<file path="config.mk">
export PLATFORM = sky130hd
export DESIGN_NAME = tws_ctrl
export DESIGN_NICKNAME = d
export VERILOG_FILES = /design/src/rtl/core/tws_pkg.sv /design/src/rtl/core/tws_ctrl.sv
export SDC_FILE = /design/constraint.sdc
export NUM_CORES = 1
export LEC_CHECK = 0
export ABC_AREA = 1
export BUFFER_PORTS_ARGS = -buffer_cell sky130_fd_sc_hd__buf_2
export CAP_MARGIN = 20
export CORE_AREA = 5 5 42 44
export CTS_BUF_LIST = sky130_fd_sc_hd__clkbuf_4
export DETAILED_ROUTE_END_ITERATION = 6
export DIE_AREA = 0 0 47 49
export GPL_TIMING_DRIVEN = 0
export PLACE_DENSITY = 0.57
export SLEW_MARGIN = 20
export SYNTH_ARGS = -nofsm -noshare
export SYNTH_HDL_FRONTEND = slang
export SYNTH_SLANG_ARGS = --single-unit
</file>
<file path="constraint.sdc">
create_clock -name clk -period 1.5 [get_ports clk]
set_input_delay 0.15 -clock clk [delete_from_list [all_inputs] [get_ports clk]]
set_output_delay 0.15 -clock clk [all_outputs]
set_load 0.03 [all_outputs]
</file>
<file path="src/rtl/core/tws_pkg.sv">
package tws_pkg;

	// Fixed field widths
	localparam int unsigned CMD_W    = 2;
	localparam int unsigned ADDR_W   = 12;
	localparam int unsigned COLOR_W  = 24;
	localparam int unsigned X_W      = 12;
	localparam int unsigned Y_W      = 12;
	localparam int unsigned THICK_W  = 16;
	localparam int unsigned TCOL_W   = 6;
	localparam int unsigned CFG_IDX_W = 1;
	localparam int unsigned STORE_DEPTH = 1 << ADDR_W;

	// Input item commands
	typedef enum logic [CMD_W-1:0] {
		CMD_LOAD  = 2'd0,
		CMD_START = 2'd1,
		CMD_PIXEL = 2'd2
	} tws_cmd_code_t;

	// Configuration register indexes
	localparam logic [CFG_IDX_W-1:0] CFG_CEILING = 1'd0;
	localparam logic [CFG_IDX_W-1:0] CFG_FLOOR   = 1'd1;

	// Pixel color source
	typedef enum logic [1:0] {
		SEL_CEIL  = 2'd0,
		SEL_TEX   = 2'd1,
		SEL_FLOOR = 2'd2
	} tws_sel_t;

	typedef struct packed {
		logic [CMD_W-1:0]   cmd;
		logic [ADDR_W-1:0]  texel_addr;
		logic [COLOR_W-1:0] texel_color;
		logic [X_W-1:0]     screen_x;
		logic [THICK_W-1:0] thickness;
		logic [TCOL_W-1:0]  tex_column;
	} tws_in_t;

	typedef struct packed {
		logic [X_W-1:0]     pixel_x;
		logic [Y_W-1:0]     pixel_y;
		logic [COLOR_W-1:0] color;
		logic               last;
	} tws_out_t;

	// Controller to datapath commands
	typedef struct packed {
		logic load_texel;
		logic start_col;
		logic div_step;
		logic mul_go;
		logic ofs_go;
		logic pixel_go;
		logic out_load;
	} tws_ctl_t;

	// Datapath to controller status
	typedef struct packed {
		logic div_done;
		logic col_active;
	} tws_stat_t;

endpackage

</file>
<file path="src/rtl/core/tws_ctrl.sv">
module tws_ctrl (
	input  logic                       clk,
	input  logic                       arst_n,
	input  logic                       in_valid,
	input  logic [tws_pkg::CMD_W-1:0]  in_cmd,
	output logic                       in_ready,
	output logic                       out_valid,
	input  logic                       out_ready,
	input  tws_pkg::tws_stat_t         stat,
	output tws_pkg::tws_ctl_t          ctl
);

	typedef enum logic [4:0] {
		S_IDLE  = 5'b00001,
		S_DIV   = 5'b00010,
		S_MUL   = 5'b00100,
		S_OFS   = 5'b01000,
		S_FETCH = 5'b10000
	} state_t;

	state_t state_q, state_d;
	logic   out_valid_q;
	logic   in_fire;

	// Accept only when idle and the output register is free or draining
	assign in_ready  = (state_q == S_IDLE) && (!out_valid_q || out_ready);
	assign in_fire   = in_valid && in_ready;
	assign out_valid = out_valid_q;

	// Next state and datapath commands
	always_comb begin
		state_d = state_q;
		ctl     = '0;
		unique case (state_q)
			S_IDLE: begin
				if (in_fire) begin
					priority if (in_cmd == tws_pkg::CMD_LOAD) begin
						ctl.load_texel = 1'b1;
					end else if (in_cmd == tws_pkg::CMD_START) begin
						ctl.start_col = 1'b1;
						state_d       = S_DIV;
					end else if (in_cmd == tws_pkg::CMD_PIXEL && stat.col_active) begin
						ctl.pixel_go = 1'b1;
						state_d      = S_FETCH;
					end else begin
						state_d = S_IDLE;
					end
				end
			end
			S_DIV: begin
				ctl.div_step = 1'b1;
				if (stat.div_done) begin
					state_d = S_MUL;
				end
			end
			S_MUL: begin
				ctl.mul_go = 1'b1;
				state_d    = S_OFS;
			end
			S_OFS: begin
				ctl.ofs_go = 1'b1;
				state_d    = S_IDLE;
			end
			S_FETCH: begin
				ctl.out_load = 1'b1;
				state_d      = S_IDLE;
			end
			default: begin
				state_d = S_IDLE;
			end
		endcase
	end

	always_ff @(posedge clk or negedge arst_n) begin
		if (!arst_n) begin
			state_q <= S_IDLE;
		end else begin
			state_q <= state_d;
		end
	end

	// Output item valid flag
	always_ff @(posedge clk or negedge arst_n) begin
		if (!arst_n) begin
			out_valid_q <= 1'b0;
		end else if (ctl.out_load) begin
			out_valid_q <= 1'b1;
		end else if (out_ready) begin
			out_valid_q <= 1'b0;
		end
	end

endmodule

</file>
==> results.sh, run 1 <==
export IMPL_outcome="finished with violations"
export IMPL_violations="setup timing"
export IMPL_areaGrowthSynthToFinish_pct=61.8
export IMPL_clkLatencyLatePin_ns=0.23
export IMPL_worst_slew_pin_slew_ns=0.204
export IMPL_nFillCells=150
export IMPL_first_iter_violations=6
export IMPL_avgRoutedWirePerCell_um=9.36
export IMPL_post_dp_cell_area_um2=554
export IMPL_core_area_um2=1400
export IMPL_syn_instance_count=56
export IMPL_ant_nets=0
export IMPL_cp_required_ns=1.35
export IMPL_vdd_ir_drop_max_uv=804
export IMPL_yosys_area_share_simple=0.499
export IMPL_clkPwrFrac=0.185
export IMPL_crit_fanout=4
export IMPL_setup_tns_ns=-0.341
export IMPL_synth_area_mux_share=0
export IMPL_dpl_hpwl_um=753
export IMPL_syn_nets=64
export IMPL_cts_tree="done"
export IMPL_diodes=0
export IMPL_grt_max_degree=8
export IMPL_clk_pin_slew_ns=0.04
export IMPL_synthXorXnorAreaFrac=0
export IMPL_switching_share=0.419
export IMPL_holdWs_ns=0.188
export IMPL_start_util=0.321
export IMPL_startpoint_type="register"
export IMPL_cp_end_kind="output port"
export IMPL_place_congestion=0.690
export IMPL_max_cap_violations=0
export IMPL_grt_pass1_wl_um=1680
export IMPL_cts_htree_levels=1
export IMPL_final_max_slew_viol_count=0
export IMPL_rows=14
export IMPL_grt_ovfl_total=0
export IMPL_fin_ws_ns=-0.121
export IMPL_reg2regPathDepth=9
export IMPL_r2r_start="state_q[0]$_DFFE_PN1P_"
export IMPL_setup_worst_path_end="ctl[1]"
export IMPL_wirelength_um=955
export IMPL_slew_headroom=0.864
export IMPL_netlist_area_um2=449
export IMPL_synthDistinctLibCells=19
export IMPL_grtUsageTotal=0.0928
export IMPL_hold_viol=0
export IMPL_numPortBuffers=16
export IMPL_startpoint="state_q[0]$_DFFE_PN1P_"
export IMPL_seq_area_frac_synth=0.337
export IMPL_power_switching_mw=0.385
export IMPL_die_w_um=47
export IMPL_synth_compound_area_frac=0.0501
export IMPL_ys_ff_latch=6
export IMPL_yosysWarnings=0
export IMPL_dr_pass1_iters=4
export IMPL_drc=0
export IMPL_ioPinCount=17
export IMPL_min_delay_path_class="input pin to register"
export IMPL_reg2reg_slack_ns=0.09
export IMPL_critical_path_arrival_ns=1.47
export IMPL_clock_sinks=6
export IMPL_post_route_cell_area_um2=727
export IMPL_path_class="register to output port"
export IMPL_grt_pass1_vias=440
export IMPL_setup_viol=4
export IMPL_max_freq_mhz=617
export IMPL_worstReg2RegEnd="state_q[0]$_DFFE_PN1P_"
export IMPL_cts_root_buf="clkbuf_4"
export IMPL_min_period_over_period=1.08
export IMPL_synth_top_family_by_area="simple AND/OR/NAND/NOR gates"
export IMPL_seqPwrFrac=0.235
export IMPL_antenna_found_initial=0
export IMPL_rsz0062_at_grt="yes"
export IMPL_min_period_ns=1.62
export IMPL_vias_per_cell=4.37
export IMPL_p_per_area_nw_per_um2=1260
export IMPL_combPwrFrac=0.581
export IMPL_vias=446
export IMPL_cts_buffer_depth=2
export IMPL_pre_cts_ws_ns=0.0578
export IMPL_nNetsFinal=95
export IMPL_drive_above_1_share=0.581
export IMPL_dieArea_um2=2300
export IMPL_synthAdderAreaFrac=0
export IMPL_avgSynthCellArea_um2=8.02
export IMPL_fin_skew_ns=0.00666
export IMPL_die_h_um=49
export IMPL_cts_made_buffers=3
export IMPL_p_int_mw=0.533
export IMPL_leakagePower_nw=0.408
-- worst min path at each step --
stage	from	to	slack [ns]	cells past startpoint
final	stat[0]	state_q[4]$_DFFE_PN0P_	0.19	3
after CTS	stat[0]	state_q[4]$_DFFE_PN0P_	0.19	3
after floorplan	arst_n	out_valid$_DFFE_PN0P_	-0.15	0
after detailed placement	arst_n	state_q[3]$_DFFE_PN0P_	-0.02	1
after global placement	arst_n	state_q[3]$_DFFE_PN0P_	-0.02	1
after global routing	stat[0]	state_q[4]$_DFFE_PN0P_	0.20	3
-- placed cells by master (no fill, tap or decap) --
master         count
inv_1             11
buf_2             10
buf_4              8
nor2_4             6
buf_6              6
nand2_1            5
clkbuf_4           5
dfrtp_1            5
nor2_2             4
nand4_1            4
nand3_1            4
nor2_1             2
nand2_4            2
nor3_1             2
inv_4              1
nor2_8             1
inv_2              1
nand3_4            1
or2_1              1
nand3_2            1
a21oi_2            1
o21ai_2            1
nand2_2            1
a21oi_1            1
dlygate4sd3_1      1
dfstp_2            1
-- state kept, by name (all words and copies together), names as in the netlist --
signal and cells:
out_valid 1, state_q 5
-- area by class of cell --
cell class | count | area [um2] | share of cell area
multi-input cells | 37 | 279 | 0.384
well taps | 16 | 20.0 | 0.0275
repair buffers | 26 | 195 | 0.269
flip-flops and latches | 6 | 151 | 0.208
clock buffers | 4 | 30.0 | 0.0413
inverters | 13 | 51.3 | 0.0706
-- repair_timing --
| action | in CTS | in global routing |
|---|---|---|
| setup buffers | 5 | 5 |
| pin swaps | 0 | 4 |
| gates resized for setup | 10 | 11 |
| endpoints found under the setup margin | 4 | 10 |
| endpoints found under the hold margin | 6 | 0 |
| hold buffers | 1 | 0 |
-- per-stage QoR --
step           cells  utilization  total power, mW
2_1_floorplan     56            -            0.536
3_3_place_gp      88        0.396            0.613
3_5_place_dp      88        0.396            0.620
4_1_cts           98        0.472            0.889
5_1_grt          102        0.519            0.987
6_report         102        0.519            0.917
-- cells by family after synthesis --
family | count (synthesis)
simple gates | 34
buf+inv | 13
flops | 6
compound gates | 3
-- metal layers --
layer,wire length [um],GRT usage,up-vias,share of wire
li1,-,-,238,-
met1,423,0.119,200,0.44
met2,496,0.161,8,0.52
met3,35,0.00369,0,0.037
met4,0,0.0276,0,0
met5,0,0,-,0
-- critical path: stages, from the launching register on --
cell and delay (ns):
dfstp_2 0.53, inv_2 0.04, nor2_4 0.12, nand3_4 0.10
nor2_4 0.12, nand2_4 0.09, nor2_2 0.10, buf_6 0.13
-- cell usage after synthesis --
cell type | instances | share of area
nand2_2 | 1 | 0.014
a21oi_1 | 1 | 0.011
o21ai_2 | 1 | 0.020
nand4_1 | 4 | 0.056
dfrtp_1 | 5 | 0.28
nor3_1 | 2 | 0.022
nand3_1 | 5 | 0.056
nand2_4 | 1 | 0.025
inv_4 | 1 | 0.014
inv_1 | 12 | 0.10
nand2_1 | 6 | 0.050
nand3_4 | 1 | 0.039
nor2_8 | 1 | 0.045
nor2_2 | 2 | 0.028
nor2_4 | 4 | 0.10
dfstp_2 | 1 | 0.059
or2_1 | 1 | 0.014
nor2_1 | 6 | 0.050
a21oi_2 | 1 | 0.020
-- power groups by stage --
stage / registers, mW / clock network (mW) / logic [mW]
CTS: 0.213 / 0.175 / 0.501
floorplan: 0.216 / 0 / 0.320
finish: 0.215 / 0.169 / 0.533
global route: 0.217 / 0.187 / 0.583
detailed placement: 0.216 / 0 / 0.404
global placement: 0.215 / 0 / 0.398
Note: power is estimated with default switching activity, not from simulation.
==> run 2, diff against run 1 <==
--- a/config.mk
+++ b/config.mk
@@ -8,10 +8,10 @@
 export ABC_AREA = 1
 export BUFFER_PORTS_ARGS = -buffer_cell sky130_fd_sc_hd__buf_2
 export CAP_MARGIN = 20
-export CORE_AREA = 5 5 42 44
+export CORE_AREA = 2 2 39 41
 export CTS_BUF_LIST = sky130_fd_sc_hd__clkbuf_4
 export DETAILED_ROUTE_END_ITERATION = 6
-export DIE_AREA = 0 0 47 49
+export DIE_AREA = 0 0 41 43
 export GPL_TIMING_DRIVEN = 0
 export PLACE_DENSITY = 0.57
 export SLEW_MARGIN = 20
==> results.sh, run 2 (synthesis results as in run 1) <==
export IMPL_wirelength_um=994
export IMPL_pre_cts_ws_ns=0.0617
export IMPL_cpPeakStageDelay_ns=0.53
export IMPL_dpl_hpwl_um=723
export IMPL_min_period_ns=1.62
export IMPL_instances_no_fill=101
export IMPL_ant_nets=0
export IMPL_cp_required_ns=1.35
export IMPL_first_iter_violations=2
export IMPL_setup_viol=5
export IMPL_holdWs_ns=0.176
export IMPL_min_period_over_period=1.08
export IMPL_clock_sinks=6
export IMPL_grt_pass1_wl_um=1540
export IMPL_whs_path_depth=3
export IMPL_reg2regPathDepth=9
export IMPL_slowest_stage="dfstp_2"
export IMPL_dp_cells=88
export IMPL_cts_buffer_depth=2
export IMPL_rows=14
export IMPL_core_area_um2=1380
export IMPL_grt_ovfl_total=0
export IMPL_ioPinCount=17
export IMPL_worst_slew_pin_slew_ns=0.209
export IMPL_r2r_start="state_q[0]$_DFFE_PN1P_"
export IMPL_violations="setup timing"
export IMPL_rsz0062_at_grt="yes"
export IMPL_fin_skew_ns=0.000163
export IMPL_max_freq_mhz=616
export IMPL_post_dp_cell_area_um2=554
export IMPL_cts_tree="done"
export IMPL_vias_per_cell=4.47
export IMPL_fin_ws_ns=-0.124
export IMPL_min_delay_path_class="input pin to register"
export IMPL_cts_htree_levels=1
export IMPL_final_max_slew_viol_count=0
export IMPL_max_cap_violations=0
export IMPL_cts_root_buf="clkbuf_4"
export IMPL_die_w_um=41
export IMPL_multiInputGateArea_um2=274
export IMPL_layout_commonest_cell="inv_1"
export IMPL_diodes=0
export IMPL_avgRoutedWirePerCell_um=9.84
export IMPL_drive_above_1_share=0.576
export IMPL_crit_fanout=5
export IMPL_cp_common_cell="nor2_4"
export IMPL_worstReg2RegEnd="state_q[0]$_DFFE_PN1P_"
export IMPL_regMostFlops="state_q"
export IMPL_critical_path_arrival_ns=1.47
export IMPL_largest_reg_flops=5
export IMPL_reg2reg_slack_ns=0.07
export IMPL_worstHoldEndpoint="state_q[4]$_DFFE_PN0P_"
export IMPL_grtUsageTotal=0.136
export IMPL_dr_pass1_iters=4
export IMPL_p_per_area_nw_per_um2=1390
export IMPL_numPortBuffers=16
export IMPL_hold_viol=0
export IMPL_grt_pass1_vias=371
export IMPL_startpoint_type="register"
export IMPL_grt_max_degree=8
export IMPL_place_congestion=0.740
export IMPL_vias=451
export IMPL_clkLatencyLatePin_ns=0.25
export IMPL_nFillCells=137
export IMPL_cp_end_kind="output port"
export IMPL_seq_area_um2=151
export IMPL_start_util=0.325
export IMPL_die_h_um=43
export IMPL_outcome="finished with violations"
export IMPL_nNetsFinal=94
export IMPL_worstPathCellList="inv_2 -> nor2_4 -> nand3_4 -> nor2_4 -> nand2_4 -> nor2_4 -> buf_6"
export IMPL_mostFrequentLayoutCells="11 x inv_1, 8 x buf_2, 8 x buf_4"
export IMPL_vdd_ir_drop_max_uv=818
export IMPL_slew_headroom=0.861
export IMPL_leakagePower_nw=0.406
export IMPL_cp_buffers_inverters=2
export IMPL_post_route_cell_area_um2=723
export IMPL_path_class="register to output port"
export IMPL_postLayoutCoreUtil=0.523
export IMPL_clk_pin_slew_ns=0.05
export IMPL_drc=0
export IMPL_hp_start="stat[0]"
export IMPL_crit_family="simple AND/OR/NAND/NOR gates"
export IMPL_cts_made_buffers=3
export IMPL_areaGrowthSynthToFinish_pct=61.0
export IMPL_antenna_found_initial=0
export IMPL_dieArea_um2=1760
==> run 2: cell types whose count changed in the layout (fill, tap and decap cells not counted) <==
cell     delta
buf_2       -2
nor3_1      -1
buf_6       +1
nand2_4     -1
nand3_1     +1
nor3_2      +1
nand3_2     -1
nand2_2     +1
==> run 2: area by class of cell <==
cell class	instances	share of cell area
Sequential cell	6	0.209
Tap cell	16	0.0277
Clock buffer	4	0.0415
Inverter	13	0.0709
Multi-Input combinational cell	37	0.379
Timing Repair Buffer	25	0.272
==> run 2: per-stage QoR <==
step / TNS (ns) / power, mW
4_1_cts: -0.444 / 0.866
2_1_floorplan: -0.153 / 0.536
3_5_place_dp: 0 / 0.618
5_1_grt: -0.936 / 1.08
3_3_place_gp: 0 / 0.615
6_report: -0.414 / 1.01
==> run 2: metal layers <==
| metal | vias to the layer above | GRT usage | part of all wire |
|---|---|---|---|
| li1 | 234 | - | - |
| met1 | 205 | 0.167 | 0.43 |
| met2 | 10 | 0.188 | 0.52 |
| met3 | 2 | 0.0628 | 0.040 |
| met4 | 0 | 0.0800 | 0.013 |
| met5 | - | 0 | 0 |
==> run 2: worst reg2reg max path, stage by stage (launching register included) <==
cell	delay, ns
dfstp_2	0.53
inv_2	0.04
nor2_4	0.12
nand3_4	0.10
buf_4	0.14
buf_4	0.13
a21oi_2	0.15
nor2_1	0.06
nand2_1	0.05
nand2_1	0.05
==> run 2: worst max path at each step <==
stage	from	endpoint	depth (start not counted)	slack, ns
after floorplan	state_q[0]$_DFFE_PN1P_	ctl[1]	6	-0.05
after global placement	state_q[0]$_DFFE_PN1P_	ctl[6]	7	0.07
after detailed placement	state_q[0]$_DFFE_PN1P_	ctl[6]	7	0.06
after CTS	state_q[0]$_DFFE_PN1P_	ctl[1]	7	-0.14
after global routing	state_q[0]$_DFFE_PN1P_	ctl[1]	7	-0.20
final	state_q[0]$_DFFE_PN1P_	ctl[1]	7	-0.12
==> run 2: where the power goes <==
part | internal, mW | total (mW) | switching [mW]
Sequential | 0.194 | 0.216 | 0.0211
Combinational | 0.285 | 0.611 | 0.326
Clock | 0.119 | 0.182 | 0.0624
Total | 0.599 | 1.01 | 0.410
==> run 2: timing repair <==
action / CTS / global route
hold endpoints to repair: 6 / 0
hold buffers: 1 / 0
pin swaps: 1 / 3
gates resized for setup: 8 / 17
setup buffers: 2 / 6
gates cloned: 0 / 0
setup endpoints to repair: 4 / 8
